## src/hdl/tbfc_pkg.sv

```systemverilog
package tbfc_pkg;

    localparam logic [7:0] NEWLINE_BYTE = 8'h0A;
    localparam logic [7:0] TAB_BYTE     = 8'h09;

    localparam logic [1:0] REQ_LOAD = 2'd0;
    localparam logic [1:0] REQ_DATA = 2'd1;
    localparam logic [1:0] REQ_END  = 2'd2;

    localparam logic [1:0] REG_CUT_MODE = 2'd0;
    localparam logic [1:0] REG_DELIM    = 2'd1;
    localparam logic [1:0] REG_SUPPRESS = 2'd2;
    localparam logic [1:0] REG_RCOUNT   = 2'd3;

    localparam int ADDR_W = 4;
    localparam int DATA_W = 32;

    typedef struct packed {
        logic       cut_mode;
        logic [7:0] delimiter;
        logic       suppress_undelimited;
        logic [4:0] range_count;
    } cfg_t;

endpackage

```

## src/hdl/tbfc_ram.sv

```systemverilog
module tbfc_ram #(
    parameter int WIDTH = 8,
    parameter int DEPTH = 16,
    localparam int AW = (DEPTH > 1) ? $clog2(DEPTH) : 1
) (
    input  logic             clk,
    input  logic             we,
    input  logic [AW-1:0]    waddr,
    input  logic [WIDTH-1:0] wdata,
    input  logic             re,
    input  logic [AW-1:0]    raddr,
    output logic [WIDTH-1:0] rdata
);

    logic [WIDTH-1:0] mem [DEPTH];

    always_ff @(posedge clk)
    begin
        if (we)
        begin
            mem[waddr] <= wdata;
        end
        if (re)
        begin
            rdata <= mem[raddr];
        end
    end

endmodule

```

## src/hdl/tbfc_cfg.sv

```systemverilog
module tbfc_cfg
    import tbfc_pkg::*;
(
    input  logic              clk,
    input  logic              rst_n,
    input  logic              psel,
    input  logic              penable,
    input  logic              pwrite,
    input  logic [ADDR_W-1:0] paddr,
    input  logic [DATA_W-1:0] pwdata,
    output logic [DATA_W-1:0] prdata,
    output logic              pready,
    output cfg_t              cfg
);

    cfg_t       cfg_reg;
    logic [1:0] reg_idx;

    assign pready  = 1'b1;
    assign cfg     = cfg_reg;
    assign reg_idx = paddr[3:2];

    always_ff @(posedge clk or negedge rst_n)
    begin
        if (!rst_n)
        begin
            cfg_reg.cut_mode             <= 1'b0;
            cfg_reg.delimiter            <= TAB_BYTE;
            cfg_reg.suppress_undelimited <= 1'b0;
            cfg_reg.range_count          <= 5'd0;
        end
        else if (psel && penable && pwrite)
        begin
            case (reg_idx)
                REG_CUT_MODE: cfg_reg.cut_mode             <= pwdata[0];
                REG_DELIM:    cfg_reg.delimiter            <= pwdata[7:0];
                REG_SUPPRESS: cfg_reg.suppress_undelimited <= pwdata[0];
                REG_RCOUNT:   cfg_reg.range_count          <= pwdata[4:0];
                default:      cfg_reg.cut_mode             <= cfg_reg.cut_mode;
            endcase
        end
    end

    always_comb
    begin
        case (reg_idx)
            REG_CUT_MODE: prdata = 32'(cfg_reg.cut_mode);
            REG_DELIM:    prdata = 32'(cfg_reg.delimiter);
            REG_SUPPRESS: prdata = 32'(cfg_reg.suppress_undelimited);
            REG_RCOUNT:   prdata = 32'(cfg_reg.range_count);
            default:      prdata = '0;
        endcase
    end

endmodule

```

## src/hdl/tbfc_ctrl.sv

```systemverilog
module tbfc_ctrl
    import tbfc_pkg::*;
#(
    parameter int NUM_RANGES    = 16,
    parameter int LINE_BYTES    = 63,
    parameter int POSITION_BITS = 32
) (
    input  logic        clk,
    input  logic        rst_n,
    input  cfg_t        cfg,
    input  logic        req_valid,
    output logic        req_ready,
    input  logic [1:0]  req_type,
    input  logic [3:0]  range_index,
    input  logic [31:0] range_first,
    input  logic [31:0] range_last,
    input  logic [7:0]  data_byte,
    output logic        res_valid,
    input  logic        res_ready,
    output logic [7:0]  out_byte,
    output logic        last_of_run,
    output logic        line_overflow
);

    localparam int CNT_W = $clog2(NUM_RANGES + 1);
    localparam int TA_W  = (NUM_RANGES > 1) ? $clog2(NUM_RANGES) : 1;
    localparam int LEN_W = $clog2(LINE_BYTES + 1);
    localparam int LA_W  = (LINE_BYTES > 1) ? $clog2(LINE_BYTES) : 1;
    localparam int CMP_W = (POSITION_BITS > 32) ? POSITION_BITS : 32;

    typedef enum logic [10:0] {
        ST_IDLE   = 11'b00000000001,
        ST_TRD    = 11'b00000000010,
        ST_TCMP   = 11'b00000000100,
        ST_BSEL   = 11'b00000001000,
        ST_DRD    = 11'b00000010000,
        ST_DCHK   = 11'b00000100000,
        ST_FSTART = 11'b00001000000,
        ST_LRD    = 11'b00010000000,
        ST_LUSE   = 11'b00100000000,
        ST_TAIL   = 11'b01000000000,
        ST_FIN    = 11'b10000000000
    } state_t;

    state_t                   state_reg, state_next;
    logic                     halted_reg, halted_next;
    logic [POSITION_BITS-1:0] pos_reg, pos_next;
    logic [POSITION_BITS-1:0] field_reg, field_next;
    logic [POSITION_BITS-1:0] cmp_reg, cmp_next;
    logic [LEN_W-1:0]         len_reg, len_next;
    logic [LEN_W-1:0]         flen_reg, flen_next;
    logic [LEN_W-1:0]         idx_reg, idx_next;
    logic [CNT_W-1:0]         tidx_reg, tidx_next;
    logic [CNT_W-1:0]         n_reg, n_next;
    logic                     sel_reg, sel_next;
    logic                     emitted_reg, emitted_next;
    logic                     nl_reg, nl_next;
    logic                     fctx_reg, fctx_next;
    logic                     whole_reg, whole_next;
    logic [7:0]               byte_reg, byte_next;
    logic                     pend_valid_reg, pend_valid_next;
    logic [7:0]               pend_byte_reg, pend_byte_next;
    logic                     pend_ovf_reg, pend_ovf_next;
    logic                     out_valid_reg, out_valid_next;
    logic [7:0]               out_byte_reg, out_byte_next;
    logic                     out_last_reg, out_last_next;
    logic                     out_ovf_reg, out_ovf_next;

    logic              t_we, t_re;
    logic [TA_W-1:0]   t_waddr, t_raddr;
    logic [63:0]       t_rdata;
    logic              l_we, l_re;
    logic [LA_W-1:0]   l_raddr;
    logic [7:0]        l_rdata;

    logic              accept, can_push, gen_req, gen_ok, push, push_last;
    logic [7:0]        gen_byte;
    logic [7:0]        rc_ext;
    logic [CNT_W-1:0]  n_now;
    logic [TA_W+3:0]   ri_ext;
    logic [CMP_W-1:0]  cmp_ext, tf_ext, tl_ext;
    logic              hit;
    logic [POSITION_BITS-1:0] fld_inc;

    tbfc_ram #(.WIDTH(64), .DEPTH(NUM_RANGES)) u_table (
        .clk   (clk),
        .we    (t_we),
        .waddr (t_waddr),
        .wdata ({range_first, range_last}),
        .re    (t_re),
        .raddr (t_raddr),
        .rdata (t_rdata)
    );

    tbfc_ram #(.WIDTH(8), .DEPTH(LINE_BYTES)) u_line (
        .clk   (clk),
        .we    (l_we),
        .waddr (len_reg[LA_W-1:0]),
        .wdata (data_byte),
        .re    (l_re),
        .raddr (l_raddr),
        .rdata (l_rdata)
    );

    assign req_ready     = (state_reg == ST_IDLE);
    assign accept        = req_valid && req_ready;
    assign res_valid     = out_valid_reg;
    assign out_byte      = out_byte_reg;
    assign last_of_run   = out_last_reg;
    assign line_overflow = out_ovf_reg;

    assign can_push = !out_valid_reg || res_ready;
    assign gen_ok   = !pend_valid_reg || can_push;

    assign rc_ext  = {3'b000, cfg.range_count};
    assign n_now   = (rc_ext > 8'(NUM_RANGES)) ? CNT_W'(NUM_RANGES) : rc_ext[CNT_W-1:0];
    assign ri_ext  = {{TA_W{1'b0}}, range_index};
    assign t_waddr = ri_ext[TA_W-1:0];

    assign cmp_ext = CMP_W'(cmp_reg);
    assign tf_ext  = CMP_W'(t_rdata[63:32]);
    assign tl_ext  = CMP_W'(t_rdata[31:0]);
    assign hit     = (cmp_ext >= tf_ext) && ((tl_ext == '0) || (cmp_ext <= tl_ext));
    assign fld_inc = (field_reg != '1) ? field_reg + 1'b1 : field_reg;

    always_comb
    begin
        state_next   = state_reg;
        halted_next  = halted_reg;
        pos_next     = pos_reg;
        field_next   = field_reg;
        cmp_next     = cmp_reg;
        len_next     = len_reg;
        flen_next    = flen_reg;
        idx_next     = idx_reg;
        tidx_next    = tidx_reg;
        n_next       = n_reg;
        sel_next     = sel_reg;
        emitted_next = emitted_reg;
        nl_next      = nl_reg;
        fctx_next    = fctx_reg;
        whole_next   = whole_reg;
        byte_next    = byte_reg;
        t_we         = 1'b0;
        t_re         = 1'b0;
        t_raddr      = tidx_reg[TA_W-1:0];
        l_we         = 1'b0;
        l_re         = 1'b0;
        l_raddr      = idx_reg[LA_W-1:0];
        gen_req      = 1'b0;
        gen_byte     = l_rdata;
        push_last    = 1'b0;

        case (state_reg)
            ST_IDLE:
            begin
                if (accept && !halted_reg)
                begin
                    n_next = n_now;
                    case (req_type)
                        REQ_LOAD:
                        begin
                            t_we = ri_ext < (TA_W+4)'(NUM_RANGES);
                        end
                        REQ_DATA:
                        begin
                            if (!cfg.cut_mode)
                            begin
                                if (data_byte == NEWLINE_BYTE)
                                begin
                                    gen_req    = 1'b1;
                                    gen_byte   = NEWLINE_BYTE;
                                    pos_next   = POSITION_BITS'(1);
                                    state_next = ST_FIN;
                                end
                                else
                                begin
                                    byte_next = data_byte;
                                    cmp_next  = pos_reg;
                                    fctx_next = 1'b0;
                                    sel_next  = 1'b0;
                                    tidx_next = '0;
                                    if (pos_reg != '1)
                                    begin
                                        pos_next = pos_reg + 1'b1;
                                    end
                                    state_next = (n_now == '0) ? ST_FIN : ST_TRD;
                                end
                            end
                            else if (data_byte == NEWLINE_BYTE)
                            begin
                                flen_next  = len_reg;
                                len_next   = '0;
                                nl_next    = 1'b1;
                                idx_next   = '0;
                                state_next = ST_DRD;
                            end
                            else if (len_reg >= LEN_W'(LINE_BYTES))
                            begin
                                // overflow: one flagged word, then halt
                                halted_next = 1'b1;
                                state_next  = ST_FIN;
                            end
                            else
                            begin
                                l_we     = 1'b1;
                                len_next = len_reg + 1'b1;
                            end
                        end
                        REQ_END:
                        begin
                            pos_next = POSITION_BITS'(1);
                            len_next = '0;
                            if (cfg.cut_mode && (len_reg != '0))
                            begin
                                flen_next  = len_reg;
                                nl_next    = 1'b0;
                                idx_next   = '0;
                                state_next = ST_DRD;
                            end
                        end
                        default:
                        begin
                            state_next = ST_IDLE;
                        end
                    endcase
                end
            end
            ST_TRD:
            begin
                t_re       = 1'b1;
                state_next = ST_TCMP;
            end
            ST_TCMP:
            begin
                if (hit)
                begin
                    sel_next   = 1'b1;
                    state_next = fctx_reg ? ST_FSTART : ST_BSEL;
                end
                else if (tidx_reg + 1'b1 == n_reg)
                begin
                    sel_next   = 1'b0;
                    state_next = fctx_reg ? ST_FSTART : ST_BSEL;
                end
                else
                begin
                    tidx_next  = tidx_reg + 1'b1;
                    state_next = ST_TRD;
                end
            end
            ST_BSEL:
            begin
                gen_req    = sel_reg;
                gen_byte   = byte_reg;
                state_next = ST_FIN;
            end
            ST_DRD:
            begin
                if (idx_reg == flen_reg)
                begin
                    if (cfg.suppress_undelimited)
                    begin
                        state_next = ST_TAIL;
                    end
                    else
                    begin
                        whole_next = 1'b1;
                        idx_next   = '0;
                        state_next = ST_LRD;
                    end
                end
                else
                begin
                    l_re       = 1'b1;
                    state_next = ST_DCHK;
                end
            end
            ST_DCHK:
            begin
                if (l_rdata == cfg.delimiter)
                begin
                    whole_next   = 1'b0;
                    idx_next     = '0;
                    field_next   = POSITION_BITS'(1);
                    cmp_next     = POSITION_BITS'(1);
                    emitted_next = 1'b0;
                    fctx_next    = 1'b1;
                    sel_next     = 1'b0;
                    tidx_next    = '0;
                    state_next   = (n_reg == '0) ? ST_FSTART : ST_TRD;
                end
                else
                begin
                    idx_next   = idx_reg + 1'b1;
                    state_next = ST_DRD;
                end
            end
            ST_FSTART:
            begin
                if (sel_reg && emitted_reg)
                begin
                    gen_req  = 1'b1;
                    gen_byte = cfg.delimiter;
                    if (gen_ok)
                    begin
                        state_next = ST_LRD;
                    end
                end
                else
                begin
                    emitted_next = emitted_reg | sel_reg;
                    state_next   = ST_LRD;
                end
            end
            ST_LRD:
            begin
                if (idx_reg == flen_reg)
                begin
                    state_next = ST_TAIL;
                end
                else
                begin
                    l_re       = 1'b1;
                    state_next = ST_LUSE;
                end
            end
            ST_LUSE:
            begin
                if (!whole_reg && (l_rdata == cfg.delimiter))
                begin
                    idx_next   = idx_reg + 1'b1;
                    field_next = fld_inc;
                    cmp_next   = fld_inc;
                    sel_next   = 1'b0;
                    tidx_next  = '0;
                    state_next = (n_reg == '0) ? ST_FSTART : ST_TRD;
                end
                else if (whole_reg || sel_reg)
                begin
                    gen_req = 1'b1;
                    if (gen_ok)
                    begin
                        idx_next   = idx_reg + 1'b1;
                        state_next = ST_LRD;
                    end
                end
                else
                begin
                    idx_next   = idx_reg + 1'b1;
                    state_next = ST_LRD;
                end
            end
            ST_TAIL:
            begin
                if (nl_reg)
                begin
                    gen_req  = 1'b1;
                    gen_byte = NEWLINE_BYTE;
                    if (gen_ok)
                    begin
                        state_next = ST_FIN;
                    end
                end
                else
                begin
                    state_next = ST_FIN;
                end
            end
            ST_FIN:
            begin
                if (!pend_valid_reg)
                begin
                    state_next = ST_IDLE;
                end
                else if (can_push)
                begin
                    push_last  = 1'b1;
                    state_next = ST_IDLE;
                end
            end
            default:
            begin
                state_next = ST_IDLE;
            end
        endcase
    end

    // one word is held back so the final word of a run can carry its mark
    always_comb
    begin
        push            = push_last || (gen_req && gen_ok && pend_valid_reg);
        pend_valid_next = pend_valid_reg;
        pend_byte_next  = pend_byte_reg;
        pend_ovf_next   = pend_ovf_reg;
        if (push_last)
        begin
            pend_valid_next = 1'b0;
        end
        if (gen_req && gen_ok)
        begin
            pend_valid_next = 1'b1;
            pend_byte_next  = gen_byte;
            pend_ovf_next   = 1'b0;
        end
        if ((state_reg == ST_IDLE) && halted_next && !halted_reg)
        begin
            pend_valid_next = 1'b1;
            pend_byte_next  = 8'h00;
            pend_ovf_next   = 1'b1;
        end
        out_valid_next = out_valid_reg;
        out_byte_next  = out_byte_reg;
        out_last_next  = out_last_reg;
        out_ovf_next   = out_ovf_reg;
        if (push)
        begin
            out_valid_next = 1'b1;
            out_byte_next  = pend_byte_reg;
            out_last_next  = push_last;
            out_ovf_next   = pend_ovf_reg;
        end
        else if (res_ready)
        begin
            out_valid_next = 1'b0;
        end
    end

    always_ff @(posedge clk or negedge rst_n)
    begin
        if (!rst_n)
        begin
            state_reg      <= ST_IDLE;
            halted_reg     <= 1'b0;
            pos_reg        <= POSITION_BITS'(1);
            len_reg        <= '0;
            pend_valid_reg <= 1'b0;
            out_valid_reg  <= 1'b0;
        end
        else
        begin
            state_reg      <= state_next;
            halted_reg     <= halted_next;
            pos_reg        <= pos_next;
            len_reg        <= len_next;
            pend_valid_reg <= pend_valid_next;
            out_valid_reg  <= out_valid_next;
        end
    end

    always_ff @(posedge clk)
    begin
        field_reg     <= field_next;
        cmp_reg       <= cmp_next;
        flen_reg      <= flen_next;
        idx_reg       <= idx_next;
        tidx_reg      <= tidx_next;
        n_reg         <= n_next;
        sel_reg       <= sel_next;
        emitted_reg   <= emitted_next;
        nl_reg        <= nl_next;
        fctx_reg      <= fctx_next;
        whole_reg     <= whole_next;
        byte_reg      <= byte_next;
        pend_byte_reg <= pend_byte_next;
        pend_ovf_reg  <= pend_ovf_next;
        out_byte_reg  <= out_byte_next;
        out_last_reg  <= out_last_next;
        out_ovf_reg   <= out_ovf_next;
    end

endmodule

```

## src/hdl/text_byte_field_cutter_top.sv

```systemverilog
// Byte mode: a data word scans the range entries in turn (up to 16) until one hits;
// a newline or an empty range table skips the scan.
// Field mode: a stored byte is written to the line store; a line flush first searches
// the stored bytes for the delimiter, then reads them out, and for each field of a
// delimited line scans the range entries.
// One item is worked at a time; table and line store are single-port reads.
// Reset (rst_n low, asynchronous) clears control, position to one, line empty,
// registers to defaults; table and line store contents stay undefined until written.
module text_byte_field_cutter_top
    import tbfc_pkg::*;
#(
    parameter int NUM_RANGES    = 16,
    parameter int LINE_BYTES    = 63,
    parameter int POSITION_BITS = 32
) (
    input  logic              clk,
    input  logic              rst_n,
    // configuration port
    input  logic              psel,
    input  logic              penable,
    input  logic              pwrite,
    input  logic [ADDR_W-1:0] paddr,
    input  logic [DATA_W-1:0] pwdata,
    output logic [DATA_W-1:0] prdata,
    output logic              pready,
    // request channel
    input  logic              req_valid,
    output logic              req_ready,
    input  logic [1:0]        req_type,
    input  logic [3:0]        range_index,
    input  logic [31:0]       range_first,
    input  logic [31:0]       range_last,
    input  logic [7:0]        data_byte,
    // result channel
    output logic              res_valid,
    input  logic              res_ready,
    output logic [7:0]        out_byte,
    output logic              last_of_run,
    output logic              line_overflow
);

    cfg_t cfg;

    // register file: mode, delimiter, suppression, range count
    tbfc_cfg u_cfg (
        .clk     (clk),
        .rst_n   (rst_n),
        .psel    (psel),
        .penable (penable),
        .pwrite  (pwrite),
        .paddr   (paddr),
        .pwdata  (pwdata),
        .prdata  (prdata),
        .pready  (pready),
        .cfg     (cfg)
    );

    // sequencer around the range table and line store memories;
    // each word goes out through a holding stage and an output register
    tbfc_ctrl #(
        .NUM_RANGES    (NUM_RANGES),
        .LINE_BYTES    (LINE_BYTES),
        .POSITION_BITS (POSITION_BITS)
    ) u_ctrl (
        .clk           (clk),
        .rst_n         (rst_n),
        .cfg           (cfg),
        .req_valid     (req_valid),
        .req_ready     (req_ready),
        .req_type      (req_type),
        .range_index   (range_index),
        .range_first   (range_first),
        .range_last    (range_last),
        .data_byte     (data_byte),
        .res_valid     (res_valid),
        .res_ready     (res_ready),
        .out_byte      (out_byte),
        .last_of_run   (last_of_run),
        .line_overflow (line_overflow)
    );

endmodule

```

## config.mk

```make
export PLATFORM = sky130hd
export DESIGN_NAME = text_byte_field_cutter_top
export DESIGN_NICKNAME = d
export VERILOG_FILES = /design/src/hdl/tbfc_pkg.sv /design/src/hdl/tbfc_ram.sv /design/src/hdl/tbfc_cfg.sv /design/src/hdl/tbfc_ctrl.sv /design/src/hdl/text_byte_field_cutter_top.sv
export SDC_FILE = /design/constraint.sdc
export NUM_CORES = 2
export LEC_CHECK = 0
export BUFFER_PORTS_ARGS = -buffer_cell sky130_fd_sc_hd__buf_2
export CAP_MARGIN = 15
export CORE_MARGIN = 1
export CORE_UTILIZATION = 60
export CTS_CLUSTER_SIZE = 10
export DETAILED_ROUTE_END_ITERATION = 10
export GPL_TIMING_DRIVEN = 0
export PLACE_DENSITY = 0.77
export SLEW_MARGIN = 10
export SYNTH_ARGS = -nofsm -noshare
export SYNTH_HDL_FRONTEND = slang
export SYNTH_SLANG_ARGS = --single-unit
```

## constraint.sdc

```tcl
create_clock -name clk -period 8.05 [get_ports clk]
set_input_delay 1.61 -clock clk [delete_from_list [all_inputs] [get_ports clk]]
set_output_delay 1.61 -clock clk [all_outputs]
set_load 0.005 [all_outputs]
```

==> results.py <==
metrics = {
    "worst_setup_path": {
        "ff2ff_path_depth": 12,
        "startpoint": "u_ctrl.state_reg[4]",
        "cp-endpoint": "u_ctrl.u_table.mem[1][40]",
        "r2r_end": "u_ctrl.u_table.mem[1][40]",
        "timing.critical_path.mode_cell": "buf_6",
        "path_class": "reg2reg",
        "crit_path_end_kind": "flip-flop",
        "reg2reg_slack_ns": 3.38,
        "max_stage_delay_ns": 0.77,
        "crit_fanout": 12,
        "worst_setup_path_start_kind": "flip-flop",
        "rr_startpoint": "u_ctrl.state_reg[4]",
        "cp.arrival_ns": 5.17,
        "cp_cell_sequence": "nor4_2 > nand4_2 > or2_1 > clkbuf_1 > inv_2 > nand4b_1 > nor3_2 > buf_6 > buf_6 > buf_4 > buf_6 > buf_4",
        "critPathSlowestCell": "nor3_2",
        "crit_required_ns": 8.55,
    },
    "logic_synthesis": {
        "synthFlopType": "edfxtp_1",
        "postSynthAreaPerCell_um2": 19.4,
        "ys_types": 79,
        "yosysSeqAreaShare_pct": 74.5,
        "async_flop_share_pct": 3.75,
        "yosys_warnings": 0,
        "synthCells": 3677,
        "synth-edff-count": 1709,
        "syn-cell-area_um2": 71400,
        "synth-seq-cells": 1785,
    },
    "status": {
        "status": "completed",
    },
    "global_route": {
        "grt-ovfl-total": 0,
        "grt_pass1_wl_mm": 271,
        "antenna_found_initial": 21,
        "grt_pass1_vias": 39310,
        "grt_use_total_pct": 31.7,
        "grt_max_degree": 66,
    },
    "routing": {
        "routedWlPerCell_um": 33.3,
        "ant_nets": 0,
        "num_vias": 39605,
        "drc_errors": 0,
        "routed_wl_mm": 191,
        "drt_iter0_drc": 5987,
        "dr.pass1.iters": 6,
        "drt-vias-per-instance": 6.91,
    },
    "timing": {
        "maxSlewHeadroom_pct": 21.3,
        "setup_viol": 0,
        "rsz0062_at_grt": "no",
        "final.period_utilization_pct": 58.0,
        "tightest_slew_ns": 1.17,
        "layout_min_cycle_time_ns": 4.67,
        "hold_violations": 0,
        "maxSlewViolCount": 0,
        "clock_skew_ns": 0.0642,
        "fin_hold_ws_ns": 0.427,
        "max_freq_ghz": 0.214,
    },
    "placed_design": {
        "post-place-cells": 5446,
        "port_buffers": 112,
        "place_hpwl_mm": 117,
        "gp_congestion": 0.937,
    },
    "pwr": {
        "p_per_area_nw_per_um2": 262,
        "leakagePower_nw": 27.0,
        "peakVddDrop_mv": 0.220,
    },
    "clock_network": {
        "cts_buffers": 198,
        "clock-root-buffer": "clkbuf_16",
        "postCtsSetupRepairBufs": 0,
        "cts.htree.levels": 4,
        "cts.reportedPaths.clkPinSlew_ns": 0.06,
        "postCtsResizedCells": 0,
        "cts_hold_buffers": 0,
        "cts_buffer_depth": 3,
        "cts_tree": "done",
        "cts_num_sinks": 1785,
        "clk_latency_ns": 0.84,
    },
    "flow_run": {
        "drv_cap": 0,
    },
    "finish": {
        "syn_to_final_growth_pct": 14.1,
        "multi_input_area_um2": 17300,
        "fill_cells": 7018,
        "final_cells": 5729,
        "regMostFlops": "u_ctrl.u_table.mem",
        "reg_top3": "u_ctrl.u_table.mem: 1024 flops, u_ctrl.u_line.mem: 504 flops, u_ctrl.u_table.rdata: 64 flops",
        "largest_reg_flops": 1024,
        "seq_area_um2": 53200,
        "drive_above_1_share_pct": 23.0,
        "nets": 4317,
        "fin_util_pct": 69.0,
    },
    "hold_path": {
        "hold_class": "reg2reg",
        "hold_path_startpoint": "u_ctrl.pend_byte_reg[7]",
    },
    "floorplan": {
        "die_h_um": 347,
        "core_um2": 118000,
        "die_x_um": 347,
        "boundaryPins": 166,
        "start_util_pct": 60.5,
        "die_area_um2": 120000,
        "rows": 126,
    },
}
synthesized netlist by cell type (all sizes together) (13+ instances only):
master	n	area [um2]
buf	79	457
a21o	31	233
mux4	402	9050
o22ai	25	156
xnor2	31	272
nand2b	14	87.6
nor2	191	719
nand2	128	480
mux2	16	180
and2	17	106
a211oi	14	105
dfrtp	63	1580
clkbuf	113	424
ha	73	913
nor2b	17	106
nand3	55	275
mux2i	114	1140
xor2	24	210
inv	88	330
o21ai	87	435
or3	13	81.3
a21oi	82	410
o221ai	51	447
edfxtp	1709	51300
nor4	30	221
o31ai	15	113
nand4	40	256
nor3	40	215
worst min-delay path by stage:
stage                                 to  slack [ns]  depth (start not counted)
global route        u_ctrl.line_overflow        0.45                          0
CTS                   u_ctrl.out_byte[7]        0.43                          0
global placement      u_ctrl.out_byte[2]        0.42                          0
finish                u_ctrl.out_byte[7]        0.43                          0
floorplan             u_ctrl.out_byte[1]        0.41                          0
detailed placement  u_ctrl.line_overflow        0.42                          0
critical path, delay by kind of cell (launching register included):
kind                   cells  cell delay [ns]
buffers and inverters      7             1.46
and+or+nand+nor            5             2.39
DFF                        1             0.45
cell type report:
| class | instances | area share (%) |
|---|---|---|
| flip-flops and latches | 1785 | 65.2 |
| clock inverters | 18 | 0.385 |
| diodes | 10 | 0.0307 |
| inverters | 89 | 0.413 |
| well taps | 1536 | 2.36 |
| plain buffers | 192 | 1.08 |
| repair buffers | 223 | 2.98 |
| multi-input cells | 1634 | 21.2 |
| clock buffers | 242 | 6.36 |
placed cells by master, fill, tap and decap left out, drive strengths merged, types with 51 or more instances in the layout:
| cell type | n |
|---|---|
| dfrtp | 63 |
| o21ai | 87 |
| a21oi | 82 |
| clkbuf | 357 |
| o221ai | 51 |
| nor2 | 191 |
| inv | 92 |
| nand3 | 55 |
| ha | 73 |
| edfxtp | 1709 |
| buf | 300 |
| mux2i | 114 |
| nand2 | 128 |
| mux4 | 402 |
power breakdown:
group	total (mW)	switching, mW	internal (mW)	leakage [nW]
combinational	2.80	1.75	1.05	8.06
sequential	10.5	0.134	10.4	16.3
clock	8.03	3.54	4.49	2.65
routing by layer:
layer  vias up  GRT usage [%]  routed length [um]  part of all wire [%]
met3       552           7.00               21700                    11
met2      3094           51.1               93500                    49
met1     20092           41.7               66600                    35
met5         -              0                 126                 0.066
li1      15847              -                   -                     -
met4        20           14.6                9130                   4.8
cell families after synthesis:
group / synth area share (%)
AO/OA/AOI/OAI: 3.22
XOR/XNOR: 0.674
adder cells (fa/ha/maj): 1.28
buffers and inverters: 1.70
flip-flops: 74.5
multiplexers: 14.5
other: 0.0105
AND/OR/NAND/NOR: 4.14
per-stage QoR:
stage               power, mW  worst slack, ns  instance area (um2)  setup TNS (ns)
floorplan                12.3            0.716                71500               0
global placement         13.3            -6.08                74000        -2819.17
detailed placement       13.4             2.44                75800               0
CTS                      21.3             3.32                81300               0
global route             21.8             3.24                81500               0
finish                   21.3             3.38                81500               0
Note: power is estimated with default switching activity, not from simulation.
